===== config.mk =====
export PLATFORM = sky130hd
export DESIGN_NAME = page_min_max_pruner_top
export DESIGN_NICKNAME = d
export VERILOG_FILES = /design/src/rtl/core/pmmp_pkg.sv /design/src/rtl/core/pmmp_ctrl.sv /design/src/rtl/core/pmmp_datapath.sv /design/src/rtl/core/page_min_max_pruner_top.sv
export SDC_FILE = /design/constraint.sdc
export NUM_CORES = 2
export LEC_CHECK = 0
export BUFFER_PORTS_ARGS = -buffer_cell sky130_fd_sc_hd__buf_2
export CAP_MARGIN = 5
export CORE_MARGIN = 2
export CORE_UTILIZATION = 50
export DETAILED_ROUTE_END_ITERATION = 8
export GPL_TIMING_DRIVEN = 0
export PLACE_DENSITY = 0.67
export SLEW_MARGIN = 30
export SYNTH_ARGS = -nofsm -noshare
export SYNTH_HDL_FRONTEND = slang
export SYNTH_SLANG_ARGS = --single-unit

===== constraint.sdc =====
create_clock -name clk_i -period 22.4 [get_ports clk_i]
set_clock_uncertainty 0.05 [all_clocks]
set_input_delay 2.24 -clock clk_i [delete_from_list [all_inputs] [get_ports clk_i]]
set_output_delay 2.24 -clock clk_i [all_outputs]
set_load 0.02 [all_outputs]

===== src/rtl/core/pmmp_pkg.sv =====
// Package for the page min/max pruner: shared codes, defaults and the
// controller/datapath command and status structs. No dependencies.
package pmmp_pkg;

  localparam int unsigned MAX_NEEDLES_DEF = 16;
  localparam int unsigned COUNT_BITS_DEF  = 20;

  localparam int unsigned NeedleW  = 64;
  localparam int unsigned LenW     = 4;
  localparam int unsigned PrunedW  = 20;
  localparam int unsigned CfgIdxW  = 3;
  localparam int unsigned CfgDataW = 8;

  typedef enum logic [1:0] {
    OpClear = 2'd0,
    OpAdd   = 2'd1,
    OpEval  = 2'd2,
    OpNone  = 2'd3
  } op_e;

  typedef enum logic [CfgIdxW-1:0] {
    CfgQueryKind  = 3'd0,
    CfgValueType  = 3'd1,
    CfgUnsigned   = 3'd2,
    CfgBounds     = 3'd3,
    CfgNullFlags  = 3'd4
  } cfg_idx_e;

  localparam logic [1:0] QkInteger = 2'd0;
  localparam logic [1:0] VtInt32   = 2'd0;
  localparam logic [1:0] VtInt64   = 2'd1;

  localparam logic [LenW-1:0] Int32Len = 4'd4;
  localparam logic [LenW-1:0] Int64Len = 4'd8;

  typedef struct packed {
    logic load;
    logic decode;
    logic scan_step;
    logic finish;
    logic fin_keep;
  } pmmp_cmd_t;

  typedef struct packed {
    logic scan_needed;
    logic early_keep;
    logic hit;
    logic last_entry;
  } pmmp_status_t;

endpackage


===== src/rtl/core/pmmp_ctrl.sv =====
// Controller for the page min/max pruner: sequences decode and needle scan.
// Depends on pmmp_pkg.
module pmmp_ctrl
  import pmmp_pkg::*;
(
  input  logic         clk_i,
  input  logic         rst_ni,
  input  logic         start_i,
  input  pmmp_status_t status_i,
  output pmmp_cmd_t    cmd_o,
  output logic         busy_o
);

  typedef enum logic [1:0] {
    StIdle,
    StDecode,
    StScan
  } state_e;

  state_e state_q, state_d;
  logic   busy_q, busy_d;

  always_comb begin
    cmd_o   = '0;
    state_d = state_q;
    busy_d  = busy_q;
    unique case (state_q)
      StIdle: begin
        if (start_i) begin
          cmd_o.load = 1'b1;
          state_d    = StDecode;
          busy_d     = 1'b1;
        end
      end
      StDecode: begin
        cmd_o.decode = 1'b1;
        if (status_i.scan_needed) begin
          state_d = StScan;
        end else begin
          cmd_o.finish   = 1'b1;
          cmd_o.fin_keep = status_i.early_keep;
          state_d        = StIdle;
          busy_d         = 1'b0;
        end
      end
      StScan: begin
        cmd_o.scan_step = 1'b1;
        if (status_i.hit || status_i.last_entry) begin
          cmd_o.finish   = 1'b1;
          cmd_o.fin_keep = status_i.hit;
          state_d        = StIdle;
          busy_d         = 1'b0;
        end
      end
      default: begin
        state_d = StIdle;
        busy_d  = 1'b0;
      end
    endcase
  end

  always_ff @(posedge clk_i or negedge rst_ni) begin
    if (!rst_ni) begin
      state_q <= StIdle;
      busy_q  <= 1'b0;
    end else begin
      state_q <= state_d;
      busy_q  <= busy_d;
    end
  end

  assign busy_o = busy_q;

`ifndef SYNTHESIS
  a_finish_when_busy: assert property (@(posedge clk_i) disable iff (!rst_ni)
    cmd_o.finish |-> busy_q)
    else $error("finish issued while idle");

  a_load_sets_busy: assert property (@(posedge clk_i) disable iff (!rst_ni)
    cmd_o.load |=> busy_q && cmd_o.decode)
    else $error("accepted transaction not followed by decode");

  a_finish_clears_busy: assert property (@(posedge clk_i) disable iff (!rst_ni)
    cmd_o.finish |=> !busy_q && !cmd_o.scan_step)
    else $error("controller still busy after finish");
`endif

endmodule


===== src/rtl/core/pmmp_datapath.sv =====
// Datapath for the page min/max pruner: config registers, bound decode,
// needle memory, scan compare and result registers. Depends on pmmp_pkg.
module pmmp_datapath
  import pmmp_pkg::*;
#(
  parameter int unsigned MAX_NEEDLES = MAX_NEEDLES_DEF,
  parameter int unsigned COUNT_BITS  = COUNT_BITS_DEF
) (
  input  logic                clk_i,
  input  logic                rst_ni,
  input  logic                cfg_we_i,
  input  logic [CfgIdxW-1:0]  cfg_index_i,
  input  logic [CfgDataW-1:0] cfg_data_i,
  input  pmmp_cmd_t           cmd_i,
  output pmmp_status_t        status_o,
  input  logic [1:0]          op_i,
  input  logic [NeedleW-1:0]  needle_value_i,
  input  logic                page_is_null_i,
  input  logic [LenW-1:0]     min_length_i,
  input  logic [NeedleW-1:0]  min_bytes_i,
  input  logic [LenW-1:0]     max_length_i,
  input  logic [NeedleW-1:0]  max_bytes_i,
  input  logic                last_page_i,
  output logic                done_o,
  output logic                keep_page_o,
  output logic [PrunedW-1:0]  pruned_total_o,
  output logic                drop_flag_o,
  output logic                final_page_o
);

  localparam int unsigned CntW = $clog2(MAX_NEEDLES + 1);
  localparam int unsigned IdxW = (MAX_NEEDLES > 1) ? $clog2(MAX_NEEDLES) : 1;
  localparam int unsigned ExtW = (COUNT_BITS > PrunedW) ? COUNT_BITS : PrunedW;
  localparam logic [COUNT_BITS-1:0] CountMax = '1;

  // configuration
  logic [1:0] query_kind_q, value_type_q;
  logic       unsigned_q, bounds_q, null_flags_q;

  always_ff @(posedge clk_i or negedge rst_ni) begin
    if (!rst_ni) begin
      query_kind_q <= '0;
      value_type_q <= '0;
      unsigned_q   <= 1'b0;
      bounds_q     <= 1'b0;
      null_flags_q <= 1'b0;
    end else if (cfg_we_i) begin
      unique case (cfg_index_i)
        CfgQueryKind: query_kind_q <= cfg_data_i[1:0];
        CfgValueType: value_type_q <= cfg_data_i[1:0];
        CfgUnsigned:  unsigned_q   <= cfg_data_i[0];
        CfgBounds:    bounds_q     <= cfg_data_i[0];
        CfgNullFlags: null_flags_q <= cfg_data_i[0];
        default: ;
      endcase
    end
  end

  // transaction payload
  logic [1:0]         op_q;
  logic [NeedleW-1:0] needle_q, min_bytes_q, max_bytes_q;
  logic [LenW-1:0]    min_len_q, max_len_q;
  logic               null_q, last_q;

  always_ff @(posedge clk_i) begin
    if (cmd_i.load) begin
      op_q        <= op_i;
      needle_q    <= needle_value_i;
      null_q      <= page_is_null_i;
      min_len_q   <= min_length_i;
      min_bytes_q <= min_bytes_i;
      max_len_q   <= max_length_i;
      max_bytes_q <= max_bytes_i;
      last_q      <= last_page_i;
    end
  end

  // control state
  logic [CntW-1:0]       count_q, idx_q;
  logic [COUNT_BITS-1:0] cnt_q;

  // bound decode
  logic [NeedleW-1:0] lo_d, hi_d, lo_q, hi_q;
  logic               lo_ok, hi_ok, lo_ovf, hi_ovf, hi_ovf_q;
  logic               scan_needed, early_keep;

  always_comb begin
    lo_d   = {{32{min_bytes_q[31] & ~unsigned_q}}, min_bytes_q[31:0]};
    hi_d   = {{32{max_bytes_q[31] & ~unsigned_q}}, max_bytes_q[31:0]};
    lo_ok  = (min_len_q == Int32Len);
    hi_ok  = (max_len_q == Int32Len);
    lo_ovf = 1'b0;
    hi_ovf = 1'b0;
    if (value_type_q == VtInt64) begin
      lo_d   = min_bytes_q;
      hi_d   = max_bytes_q;
      lo_ok  = (min_len_q == Int64Len);
      hi_ok  = (max_len_q == Int64Len);
      lo_ovf = unsigned_q & min_bytes_q[NeedleW-1];
      hi_ovf = unsigned_q & max_bytes_q[NeedleW-1];
    end
  end

  always_comb begin
    scan_needed = 1'b0;
    early_keep  = 1'b1;
    priority if (op_q != OpEval) begin
      early_keep = 1'b0;
    end else if (null_flags_q && null_q) begin
      early_keep = 1'b0;
    end else if (!bounds_q || query_kind_q != QkInteger || count_q == '0) begin
      early_keep = 1'b1;
    end else if (value_type_q != VtInt32 && value_type_q != VtInt64) begin
      early_keep = 1'b1;
    end else if (!lo_ok || !hi_ok || lo_ovf) begin
      early_keep = 1'b1;
    end else begin
      scan_needed = 1'b1;
    end
  end

  always_ff @(posedge clk_i) begin
    if (cmd_i.decode) begin
      lo_q     <= lo_d;
      hi_q     <= hi_d;
      hi_ovf_q <= hi_ovf;
    end
  end

  // needle memory, one read per cycle
  logic [NeedleW-1:0] mem [MAX_NEEDLES];
  logic [NeedleW-1:0] rd_q;
  logic [IdxW-1:0]    rd_addr;
  logic               add_ok;

  assign add_ok  = (count_q < CntW'(MAX_NEEDLES));
  assign rd_addr = (cmd_i.decode || idx_q >= CntW'(MAX_NEEDLES)) ? '0 : idx_q[IdxW-1:0];

  always_ff @(posedge clk_i) begin
    if (cmd_i.finish && op_q == OpAdd && add_ok) begin
      mem[count_q[IdxW-1:0]] <= needle_q;
    end
    rd_q <= mem[rd_addr];
  end

  logic scan_hit, scan_last;

  assign scan_hit  = ($signed(lo_q) <= $signed(rd_q)) &&
                     (hi_ovf_q || ($signed(rd_q) <= $signed(hi_q)));
  assign scan_last = (idx_q == count_q);

  assign status_o = '{scan_needed: scan_needed, early_keep: early_keep,
                      hit: scan_hit, last_entry: scan_last};

  // results and counters
  logic done_q, keep_q, stat_q, fin_q;

  always_ff @(posedge clk_i or negedge rst_ni) begin
    if (!rst_ni) begin
      count_q <= '0;
      idx_q   <= '0;
      cnt_q   <= '0;
      done_q  <= 1'b0;
    end else begin
      done_q <= cmd_i.finish;
      if (cmd_i.decode) begin
        idx_q <= CntW'(1);
      end else if (cmd_i.scan_step) begin
        idx_q <= idx_q + CntW'(1);
      end
      if (cmd_i.finish) begin
        unique case (op_q)
          OpClear: begin
            count_q <= '0;
            cnt_q   <= '0;
          end
          OpAdd: begin
            if (add_ok) count_q <= count_q + CntW'(1);
          end
          OpEval: begin
            if (!cmd_i.fin_keep && cnt_q != CountMax) cnt_q <= cnt_q + COUNT_BITS'(1);
          end
          default: ;
        endcase
      end
    end
  end

  always_ff @(posedge clk_i) begin
    if (cmd_i.finish) begin
      keep_q <= (op_q == OpEval) && cmd_i.fin_keep;
      fin_q  <= (op_q == OpEval) && last_q;
      stat_q <= (op_q == OpAdd) && !add_ok;
    end
  end

  logic [ExtW-1:0] cnt_ext;
  assign cnt_ext = ExtW'(cnt_q);

  assign done_o         = done_q;
  assign keep_page_o    = keep_q;
  assign drop_flag_o    = stat_q;
  assign final_page_o   = fin_q;
  assign pruned_total_o = cnt_ext[PrunedW-1:0];

`ifndef SYNTHESIS
  a_count_bound: assert property (@(posedge clk_i) disable iff (!rst_ni)
    count_q <= CntW'(MAX_NEEDLES))
    else $error("needle count beyond table depth");

  a_counter_monotonic: assert property (@(posedge clk_i) disable iff (!rst_ni)
    (done_q && op_q != OpClear) |-> (cnt_q >= $past(cnt_q)))
    else $error("pruned counter fell without a clear");

  a_result_exclusive: assert property (@(posedge clk_i) disable iff (!rst_ni)
    done_q |-> !(keep_q && stat_q))
    else $error("kept page and dropped needle in one result");
`endif

endmodule


===== src/rtl/core/page_min_max_pruner_top.sv =====
// Top level of the page min/max pruner: controller plus datapath.
// Depends on pmmp_pkg, pmmp_ctrl and pmmp_datapath.
//
// A transaction is taken when start_i is high and busy_o low; its result is
// shown for one cycle with done_o high and cannot be held off. Clear, add
// and pages settled without a scan pass through the decode state only; a
// page that needs a scan then reads needles until a hit or the end of the
// table, and no new transaction is taken until the current one finishes.
// The scan reads the needle memory through its single read port, one entry
// a cycle. Configuration writes are always ready and must be made while idle.
module page_min_max_pruner_top
  import pmmp_pkg::*;
#(
  parameter int unsigned MAX_NEEDLES = MAX_NEEDLES_DEF,
  parameter int unsigned COUNT_BITS  = COUNT_BITS_DEF
) (
  input  logic                clk_i,
  input  logic                rst_ni,
  input  logic                cfg_valid_i,
  output logic                cfg_ready_o,
  input  logic [CfgIdxW-1:0]  cfg_index_i,
  input  logic [CfgDataW-1:0] cfg_data_i,
  input  logic                start_i,
  output logic                busy_o,
  input  logic [1:0]          op_i,
  input  logic [NeedleW-1:0]  needle_value_i,
  input  logic                page_is_null_i,
  input  logic [LenW-1:0]     min_length_i,
  input  logic [NeedleW-1:0]  min_bytes_i,
  input  logic [LenW-1:0]     max_length_i,
  input  logic [NeedleW-1:0]  max_bytes_i,
  input  logic                last_page_i,
  output logic                done_o,
  output logic                keep_page_o,
  output logic [PrunedW-1:0]  pruned_total_o,
  output logic                status_o,
  output logic                final_page_o
);

  pmmp_cmd_t    cmd;
  pmmp_status_t dp_status;

  assign cfg_ready_o = 1'b1;

  pmmp_ctrl u_ctrl (
    .clk_i    (clk_i),
    .rst_ni   (rst_ni),
    .start_i  (start_i),
    .status_i (dp_status),
    .cmd_o    (cmd),
    .busy_o   (busy_o)
  );

  pmmp_datapath #(
    .MAX_NEEDLES (MAX_NEEDLES),
    .COUNT_BITS  (COUNT_BITS)
  ) u_datapath (
    .clk_i          (clk_i),
    .rst_ni         (rst_ni),
    .cfg_we_i       (cfg_valid_i & cfg_ready_o),
    .cfg_index_i    (cfg_index_i),
    .cfg_data_i     (cfg_data_i),
    .cmd_i          (cmd),
    .status_o       (dp_status),
    .op_i           (op_i),
    .needle_value_i (needle_value_i),
    .page_is_null_i (page_is_null_i),
    .min_length_i   (min_length_i),
    .min_bytes_i    (min_bytes_i),
    .max_length_i   (max_length_i),
    .max_bytes_i    (max_bytes_i),
    .last_page_i    (last_page_i),
    .done_o         (done_o),
    .keep_page_o    (keep_page_o),
    .pruned_total_o (pruned_total_o),
    .drop_flag_o    (status_o),
    .final_page_o   (final_page_o)
  );

endmodule

==> results.yml <==
timing:
  post-route-period-util: 0.2528
  slew_headroom: 0.3907
  fin_crit_ns: 5.662
  fmax_mhz: 176.6
  final_max_slew_viol_count: 0
  rsz0062_at_grt: "no"
  worst_pin_slew_ns: 0.9140
  setup_viol: 0
  setup_tns_ns: 0
  final_hold_viol_count: 0
synth:
  synthArstFlopShare: 0.02799
  syn_avg_cell_area_sq_um: 15.21
  synthCells: 3672
  synth_top_family_by_area: "compound AO/OA/AOI/OAI gates"
  ys_warn_count: 0
  synthMuxAreaShare: 0.002531
  synth_edf_count: 1360
  synth_xor_xnor_area_share: 0.0007839
  yosys.area_share.simple: 0.05837
  ys_types: 69
  synth-compound-area-share: 0.1104
  synthAdderAreaFrac: 0.03069
  synthFlopType: "edfxtp_1"
  synth-seq-cells: 1465
  syn_nets: 4028
  ys_seq_area_frac: 0.7724
  syn_area_sq_um: 55860
grt:
  overflow: 0
  grt_use_total: 0.2406
  antenna_found_initial: 14
  grt_max_degree: 48
  grt_pass1_vias: 32808
  grt_pass1_wl_um: 205700
clock_tree:
  clkTransAtPathRegs_ns: 0.06
  cts_resized: 0
  cts_root_buffer: "clkbuf_16"
  cts_buffers: 149
  cts_buffer_depth: 3
  cts_tree: "yes"
  postCtsSetupBuffers: 0
  cts-hold-fix-buffers: 0
  numClockSinks: 1465
  htreeDepth: 4
  clkLatencyLatePin_ns: 0.76
drt:
  routedWlPerCell_um: 24.29
  drtIter0Drc: 3902
  drc_errors: 0
  drt-total-wl_um: 139700
  drtAntennaViolNets: 0
  via_per_inst: 5.874
  vias: 33790
  firstDrtPassIters: 6
critical_path:
  rr_worst_depth: 16
  crit_family: "simple AND/OR/NAND/NOR gates"
  crit_path_frequent_cell: "buf_4"
  ff2ff_setup_slack_ns: 16.74
  worstPathRequired_ns: 22.81
  endpoint_kind: "flop"
  cpPeakStageDelay_ns: 0.71
  cp_num_buf_inv: 5
  crit_path_start_kind: "flop"
  critPathKind: "flop to flop"
  critPathSlowestCell: "nor3b_2"
  r2r-end: "u_datapath.mem[7][35]"
  path_cells: "inv_1 > ha_1 > a21oi_1 > o21ai_0 > a221o_1 > o31ai_1 > and3_1 > a211oi_2 > nor3b_4 > o221ai_4 > nor3_2 > nor3b_2 > buf_4 > buf_4 > buf_4 > buf_4"
  path_max_fanout: 10
  reg2reg_from: "u_datapath.rd_q[35]"
  arrival_ns: 6.07
worst_hold_path:
  min_to: "u_datapath.hi_q[9]"
  hold_depth: 0
  hp-class: "flop to flop"
  hold_start: "u_datapath.max_bytes_q[9]"
placement:
  globalplace.congestion: 0.8443
  io_buffers: 237
  place_area_sq_um: 60050
  dpl.hpwl_um: 91980
floorplan:
  die_h_um: 338.3
  std_cell_rows: 122
  die-area_sq_um: 114400
  die_w_um: 338.3
  core_area_sq_um: 110700
  io-pin-count: 245
  initial_core_util: 0.5048
layout:
  nets: 4491
  area_growth_pct: 15.70
  drive_gt1_frac: 0.1366
  fillers: 8334
  final_area_sq_um: 64630
power_and_ir_drop:
  powerDensity_nw_per_um2: 126.6
  p_leak_nw: 22.88
  irDropWorstVdd_mv: 0.08146
run_status:
  status: "finished clean"
run:
  max_cap_violations: 0
-- power breakdown --
group / internal, mW / switching (mW)
Sequential: 3.38 / 0.232
Clock: 1.29 / 1.04
Combinational: 0.717 / 1.53
-- area by class of cell --
cell class | instances | area (sq um) | area share
diodes | 3 | 7.507 | 0.0001162
inverters | 152 | 570.5 | 0.008828
clock buffers | 192 | 3940 | 0.06096
multi-input cells | 1842 | 11440 | 0.1770
well taps | 1488 | 1862 | 0.02881
repair buffers | 312 | 2196 | 0.03398
clock inverters | 85 | 634.4 | 0.009815
plain buffers | 213 | 833.3 | 0.01289
flip-flops and latches | 1465 | 43150 | 0.6676
-- worst max-delay path by stage --
stage | start | end | slack (ns) | cells after the start
final | u_datapath.rd_q[35] | u_datapath.mem[7][35] | 16.74 | 16
after CTS | u_datapath.rd_q[35] | u_datapath.mem[7][36] | 16.71 | 16
after global routing | u_datapath.rd_q[35] | u_datapath.mem[7][36] | 16.49 | 16
after global placement | u_ctrl.state_q[1] | u_datapath.mem[4][37] | 3.35 | 7
after detailed placement | u_datapath.rd_q[35] | u_datapath.mem[7][36] | 16.77 | 16
after floorplan | start_i | u_datapath.last_q | 10.79 | 2
-- sequential cells by signal (all words and copies together), names as in the netlist, 2 cells and up --
name and flops:
u_datapath.mem 1024, u_datapath.hi_q 64, u_datapath.lo_q 64, u_datapath.max_bytes_q 64
u_datapath.min_bytes_q 64, u_datapath.needle_q 64, u_datapath.rd_q 64, u_datapath.pruned_total_o 20
u_datapath.count_q 5, u_datapath.idx_q 5, u_datapath.max_len_q 4, u_datapath.min_len_q 4
u_ctrl.state_q 2, u_datapath.op_q 2, u_datapath.query_kind_q 2, u_datapath.value_type_q 2
-- cell usage in the layout, fill, tap and decap left out, drive strengths merged, types with 25 or more instances in the layout --
cell / instances
dfxtp: 64
clkinv: 67
clkbuf: 385
ha: 137
nand2: 580
a311oi: 128
a211oi: 69
nand4: 25
edfxtp: 1360
a21oi: 186
nor2: 25
inv: 162
a21o: 77
dfrtp: 41
o22ai: 259
nand3: 34
buf: 332
and3: 25
a31oi: 152
-- routing by layer --
layer / GRT usage / share of wire / routed length, um / vias to the layer above
met4: 0.07713 / 0.027 / 3785 / 10
met1: 0.3427 / 0.41 / 57940 / 16713
met2: 0.3768 / 0.46 / 64890 / 1585
li1: - / - / - / 15253
met5: 0 / 0.00044 / 62 / -
met3: 0.04537 / 0.093 / 13050 / 229
-- through the flow --
stage,worst slack [ns],hold slack [ns],total power [mW],util,instances
floorplan,10.79,0.3503,4.936,-,3672
global placement,3.353,0.3513,5.831,0.5323,5397
detailed placement,16.77,0.3545,5.863,0.5426,5472
CTS,16.71,0.3662,8.185,0.5839,5749
global route,16.49,0.3635,8.535,0.5839,5749
finish,16.74,0.3638,8.182,0.5840,5752
-- Yosys cell counts (all sizes together) (9+ instances only) --
| cell | instances | area, sq um |
|---|---|---|
| a21o | 77 | 578.1 |
| nor4 | 9 | 62.56 |
| o22ai | 259 | 1620 |
| nor2 | 25 | 93.84 |
| mux2 | 9 | 101.4 |
| inv | 152 | 570.5 |
| clkbuf | 193 | 724.4 |
| o21ai | 22 | 110.1 |
| edfxtp | 1360 | 40840 |
| nand3 | 34 | 170.2 |
| a311oi | 128 | 1121 |
| buf | 20 | 92.58 |
| dfrtp | 41 | 1026 |
| and3 | 25 | 156.4 |
| nor3 | 14 | 80.08 |
| a21oi | 186 | 930.9 |
| ha | 137 | 1714 |
| nand4 | 25 | 162.6 |
| dfxtp | 64 | 1281 |
| a31oi | 152 | 950.9 |
| nand2 | 580 | 2177 |
| a211oi | 69 | 523.0 |
-- worst register-to-register path: stages, from the launching register on --
cell	delay, ns
dfxtp_1	0.51
inv_1	0.10
ha_1	0.33
a21oi_1	0.14
o21ai_0	0.11
a221o_1	0.36
o31ai_1	0.47
and3_1	0.29
a211oi_2	0.10
nor3b_4	0.48
o221ai_4	0.29
nor3_2	0.49
nor3b_2	0.71
buf_4	0.31
buf_4	0.20
buf_4	0.21
buf_4	0.20
-- cells by family after synthesis --
kind of cell,Yosys count
DFF,1465
AOI/OAI and AO/OA,928
and+or+nand+nor,758
buffers and inverters,365
adders and majority gates,137
muxes,13
xor gates and xnor gates,5
other,1
Power figures use the tool's default switching activity.
